<file path="src/rtl/traffic_matrix_top_n_assert.svh">
// Assertion macros for the traffic matrix block.
`ifndef TRAFFIC_MATRIX_TOP_N_ASSERT_SVH
`define TRAFFIC_MATRIX_TOP_N_ASSERT_SVH

`ifndef NO_ASSERTIONS
`define TMT_ASSERT(name, prop, msg) \
    name: assert property (@(posedge aclk) disable iff (!aresetn) prop) else $error(msg);
`define TMT_ASSERT_NEXT(name, ante, cons, msg) \
    name: assert property (@(posedge aclk) disable iff (!aresetn) ante |=> cons) else $error(msg);
`else
`define TMT_ASSERT(name, prop, msg)
`define TMT_ASSERT_NEXT(name, ante, cons, msg)
`endif

`endif

</file>
<file path="src/rtl/tmt_pkg.sv">
// Shared constants, types and helpers of the traffic matrix block.
package tmt_pkg;

    localparam int SLOT_COUNT_DEF  = 64;
    localparam int TOP_ENTRIES_DEF = 20;
    localparam int COUNT_BITS_DEF  = 32;

    localparam int SLOT_FIELD_W = 6;
    localparam int RANK_W       = 5;
    localparam int SUM_W        = 32;
    localparam int CMD_W        = 2;

    typedef enum logic [CMD_W-1:0] {
        CMD_COUNT  = 2'd0,
        CMD_REPORT = 2'd1,
        CMD_CLEAR  = 2'd2
    } cmd_t;

    typedef struct packed {
        logic clear;
        logic insert;
        logic shift;
    } rk_ctrl_t;

    function automatic logic [SUM_W-1:0] sat32(input logic [63:0] v);
        sat32 = (|v[63:SUM_W]) ? {SUM_W{1'b1}} : v[SUM_W-1:0];
    endfunction

endpackage

</file>
<file path="src/rtl/tmt_ranker.sv">
// Ranked top-N list with insertion compare unit and running grand total.
module tmt_ranker import tmt_pkg::*; #(
    parameter int TOP_ENTRIES = TOP_ENTRIES_DEF,
    parameter int COUNT_BITS  = COUNT_BITS_DEF,
    parameter int SLOT_W      = 6,
    parameter int FILL_W      = 5
) (
    input  logic                  aclk,
    input  logic                  aresetn,
    input  rk_ctrl_t              ctrl,
    input  logic [SLOT_W-1:0]     cell_src,
    input  logic [SLOT_W-1:0]     cell_dst,
    input  logic [COUNT_BITS-1:0] cell_cnt,
    output logic [SLOT_W-1:0]     head_src,
    output logic [SLOT_W-1:0]     head_dst,
    output logic [COUNT_BITS-1:0] head_cnt,
    output logic [FILL_W-1:0]     fill,
    output logic [SUM_W-1:0]      total
);

    logic [SLOT_W-1:0]     src_reg [TOP_ENTRIES];
    logic [SLOT_W-1:0]     dst_reg [TOP_ENTRIES];
    logic [COUNT_BITS-1:0] cnt_reg [TOP_ENTRIES];
    logic [FILL_W-1:0]     fill_reg;
    logic [SUM_W-1:0]      total_reg;
    logic [TOP_ENTRIES-1:0] gt;
    logic [SUM_W:0]        sum;

    always_comb begin
        for (int k = 0; k < TOP_ENTRIES; k++) begin
            gt[k] = cell_cnt > cnt_reg[k];
        end
        sum = {1'b0, total_reg} + {1'b0, sat32(64'(cell_cnt))};
    end

    always_ff @(posedge aclk) begin
        if (ctrl.clear) begin
            for (int k = 0; k < TOP_ENTRIES; k++) begin
                cnt_reg[k] <= '0;
                src_reg[k] <= '0;
                dst_reg[k] <= '0;
            end
        end else if (ctrl.insert) begin
            // list is non-increasing, so the entries below the new cell form a suffix
            for (int k = 0; k < TOP_ENTRIES; k++) begin
                if (gt[k]) begin
                    if (k == 0 || !gt[(k == 0) ? 0 : k-1]) begin
                        cnt_reg[k] <= cell_cnt;
                        src_reg[k] <= cell_src;
                        dst_reg[k] <= cell_dst;
                    end else begin
                        cnt_reg[k] <= cnt_reg[(k == 0) ? 0 : k-1];
                        src_reg[k] <= src_reg[(k == 0) ? 0 : k-1];
                        dst_reg[k] <= dst_reg[(k == 0) ? 0 : k-1];
                    end
                end
            end
        end else if (ctrl.shift) begin
            for (int k = 0; k < TOP_ENTRIES; k++) begin
                if (k == TOP_ENTRIES - 1) begin
                    cnt_reg[k] <= '0;
                end else begin
                    cnt_reg[k] <= cnt_reg[(k == TOP_ENTRIES-1) ? k : k+1];
                    src_reg[k] <= src_reg[(k == TOP_ENTRIES-1) ? k : k+1];
                    dst_reg[k] <= dst_reg[(k == TOP_ENTRIES-1) ? k : k+1];
                end
            end
        end
    end

    always_ff @(posedge aclk) begin
        if (!aresetn) begin
            fill_reg  <= '0;
            total_reg <= '0;
        end else if (ctrl.clear) begin
            fill_reg  <= '0;
            total_reg <= '0;
        end else if (ctrl.insert) begin
            total_reg <= sum[SUM_W] ? {SUM_W{1'b1}} : sum[SUM_W-1:0];
            if (gt[TOP_ENTRIES-1] && fill_reg < FILL_W'(TOP_ENTRIES)) begin
                fill_reg <= fill_reg + 1'b1;
            end
        end
    end

    assign head_src = src_reg[0];
    assign head_dst = dst_reg[0];
    assign head_cnt = cnt_reg[0];
    assign fill     = fill_reg;
    assign total    = total_reg;

endmodule

</file>
<file path="config.mk">
export PLATFORM = sky130hd
export DESIGN_NAME = tmt_ranker
export DESIGN_NICKNAME = d
export VERILOG_FILES = /design/src/rtl/traffic_matrix_top_n_assert.svh /design/src/rtl/tmt_pkg.sv /design/src/rtl/tmt_ranker.sv
export SDC_FILE = /design/constraint.sdc
export NUM_CORES = 2
export LEC_CHECK = 0
export BUFFER_PORTS_ARGS = -buffer_cell sky130_fd_sc_hd__buf_2
export CAP_MARGIN = 30
export CORE_MARGIN = 3
export CORE_UTILIZATION = 44
export DETAILED_ROUTE_END_ITERATION = 6
export PLACE_DENSITY_LB_ADDON = 0.05
export SLEW_MARGIN = 20
export SYNTH_ARGS = -nofsm -noshare
export SYNTH_HDL_FRONTEND = slang
export SYNTH_SLANG_ARGS = --single-unit
</file>
<file path="constraint.sdc">
create_clock -name aclk -period 14.97 [get_ports aclk]
set_input_delay 2.994 -clock aclk [delete_from_list [all_inputs] [get_ports aclk]]
set_output_delay 2.994 -clock aclk [all_outputs]
set_load 0.02 [all_outputs]
</file>
==> impl_metrics.yaml <==
worst_setup_path:
  worstSetupEndpointType: "register"
  critPathMaxStageDelay_ns: 0.70
  cp_slowest_cell: "nor4_2"
  critPathTopFamily: "simple AND/OR/NAND/NOR gates"
  r2r-end: "src_reg[0][46]"
  crit_fanout: 28
  cpMostUsedCell: "buf_4"
  critPathLaunch: "cell_cnt[31]"
  crit_path_start_kind: "input port"
  regToRegStartpoint: "cnt_reg[0][237]"
  rr_worst_depth: 12
  r2r_slack_ns: 10.08
  crit_chain: "buf_2, buf_4, ha_1, nand4_2, nor4_2, nand3_1, nand2_1, a31o_1, a21o_2, or2_4, buf_4, a2111oi_4"
  worst_ep_arrival_time_ns: 7.60
  worstPathRequired_ns: 15.39
  path_class: "input port to register"
  path_buf_inv: 3
final_layout:
  largest_register_ffs: 640
  syn2layout_area_growth_pct: 8.73
  final_util_pct: 48.3
  drive_above_1_share_pct: 8.49
  final_common_cell: "edfxtp_1"
  final_cell_mix: "edfxtp_1 (880), ha_1 (673), inv_1 (649)"
  final_nets: 6817
  fillerInstances: 13400
sta:
  final.min_clock_period_ns: 7.17
  fin_skew_ns: 0.0322
  maxSlewHeadroom_pct: 21.9
  tns_ns: 0
  tightestPinTransition_ns: 1.14
  rsz0062_at_grt: "no"
  layout_setup_ws_ns: 7.80
  final-setup-viol-count: 0
  finalCritPeriodShare_pct: 47.9
  drv_slew: 0
  hold_viol: 0
  max_freq_mhz: 139
drt:
  dr_total_vias: 48700
  routed_wl_um: 203000
  drtAntennaViolNets: 0
  viasPerCell: 6.02
  first_pass_iters: 7
  wl_per_cell_um: 25.0
  dr.first_iter.drc_count: 3776
  drc: 13
logic_synthesis:
  syn_area_per_cell_um2: 10.3
  synth-seq-cells: 917
  synth_edf_count: 880
  synth_cells: 6223
  synth_cell_types: 85
  synth-seq-area-share_pct: 42.4
  synth_ff_type: "edfxtp_1"
  netlist_area_um2: 64000
  ys_top_cells_by_area: "edfxtp_1 (41%), ha_1 (13%), mux2i_1 (8.5%)"
  yosysTopAreaCell: "edfxtp_1"
  synth_top_area_share_pct: 41.3
  yosys_warnings: 0
  synth_nets: 6946
  synth-async-reset-ratio_pct: 0
min_path:
  whs_path_depth: 2
  hp-start: "fill[4]"
  min_path_type: "register to register"
  min_to: "fill[4]"
global_routing:
  grt_overflow_total: 0
  grt_max_degree: 186
  antenna_found_initial: 3
  grt_pass1_wl_um: 309000
  grt_usage_pct: 26.3
  grt_pass1_vias: 49000
clock_tree:
  cts_setup_buffers: 0
  cts_root_buf: "clkbuf_16"
  cts_resized: 0
  clock_path_buffers: 3
  numCtsBuffers: 115
  htreeDepth: 3
  cts_tree: "built"
  clk_latency_ns: 0.74
  path_clk_slew_ns: 0.06
  cts.sinks: 917
  cts-hold-fix-buffers: 0
placed_design:
  place.detailed.hpwl_um: 149000
  post-place-ws_ns: 7.02
  routabilityCongestion: 0.856
  numPortBuffers: 129
power_and_ir_drop:
  intPower_mw: 5.37
  pwr-share-clk_pct: 33.3
  power_frac_comb_pct: 24.0
  swShare_pct: 32.5
  p_seq_share_pct: 42.7
  p_switching_mw: 2.59
  power_density_nw_per_um2: 114
  ir_drop_mv: 0.0874
  power_leakage_nw: 28.4
die:
  start_util_pct: 44.5
  core_area_um2: 144000
  fp-row-count: 139
  io_pins: 130
  die_y_um: 387
  chipWidth_um: 387
  die_area_um2: 150000
run_status:
  violations: "DRC"
  outcome: "finished with violations"
job:
  cap_violations: 0
tightest hold or removal path: cells and delay by family, from the launching register on:
kind / cells / cell delay, ns
and+or+nand+nor: 1 / 0.06
DFF: 1 / 0.34
AOI/OAI and AO/OA: 1 / 0.06
per-stage QoR:
stage	total power, mW	instance area [µm²]	hold WS, ns	instances
2_1_floorplan	4.72	64000	0.521	6223
3_3_place_gp	5.31	65900	0.496	7867
3_5_place_dp	5.35	66100	0.504	7878
4_1_cts	8.01	69600	0.512	8088
5_1_grt	8.35	69600	0.571	8090
6_report	7.95	69600	0.508	8091
power by group through the flow:
stage / Clock, mW / Combinational [mW] / Sequential [mW]
2_1_floorplan: 0 / 1.36 / 3.36
3_3_place_gp: 0 / 1.87 / 3.44
3_5_place_dp: 0 / 1.91 / 3.45
4_1_cts: 2.70 / 1.91 / 3.40
5_1_grt: 2.80 / 2.12 / 3.43
6_report: 2.64 / 1.91 / 3.40
how the worst max path moves through the flow:
stage,endpoint,slack (ns),cells past startpoint
after global placement,cnt_reg[0][409],7.00,12
after detailed placement,cnt_reg[0][412],7.02,12
after floorplan,cnt_reg[0][384],6.42,13
final,cnt_reg[0][407],7.80,12
after CTS,cnt_reg[0][407],7.81,12
after global routing,cnt_reg[0][397],7.68,12
synthesized netlist by cell type, drive strengths merged, types with 9 or more instances:
master / number
a2111oi: 99
a211oi: 131
a21o: 102
a21oi: 273
a221o: 101
a22o: 43
a311oi: 45
a31oi: 9
and2: 17
and3: 9
and4: 65
buf: 217
clkbuf: 284
dfxtp: 37
edfxtp: 880
ha: 673
inv: 649
mux2i: 542
nand2: 353
nand2b: 13
nand3: 96
nand4: 162
nor2: 380
nor2b: 32
nor3: 73
nor4: 65
o211ai: 30
o21a: 27
o21ai: 353
o221ai: 32
o22ai: 312
o31ai: 10
xnor2: 14
xor2: 16
per-layer routing:
metal  wire [µm]  up-vias  part of all wire, %  track usage [%]
met4        5710        0                  2.8             7.91
met1       92200    23900                   46             36.0
met3        8860      244                  4.4             2.64
li1            -    23300                    -                -
met2       95800     1241                   47             44.0
met5           0        -                    0                0
kinds of logic after synthesis:
kind of cell	share of synthesized area, %
flops	42.4
simple gates	9.63
fa+ha+maj	13.2
buf+inv	7.51
xor+xnor	0.410
mux	8.47
compound gates	18.4
area by class of cell:
class / instances / area, µm² / area share, %
multi-input combinational: 4156 / 32400 / 46.5
sequential: 917 / 27200 / 39.0
clock buffer: 148 / 3040 / 4.37
inverter: 649 / 2440 / 3.50
tap: 1903 / 2380 / 3.42
timing repair buffer: 255 / 1760 / 2.53
clock inverter: 62 / 413 / 0.593
antenna: 1 / 2.50 / 0.00360
No activity file was read; power rests on OpenSTA's default activity.
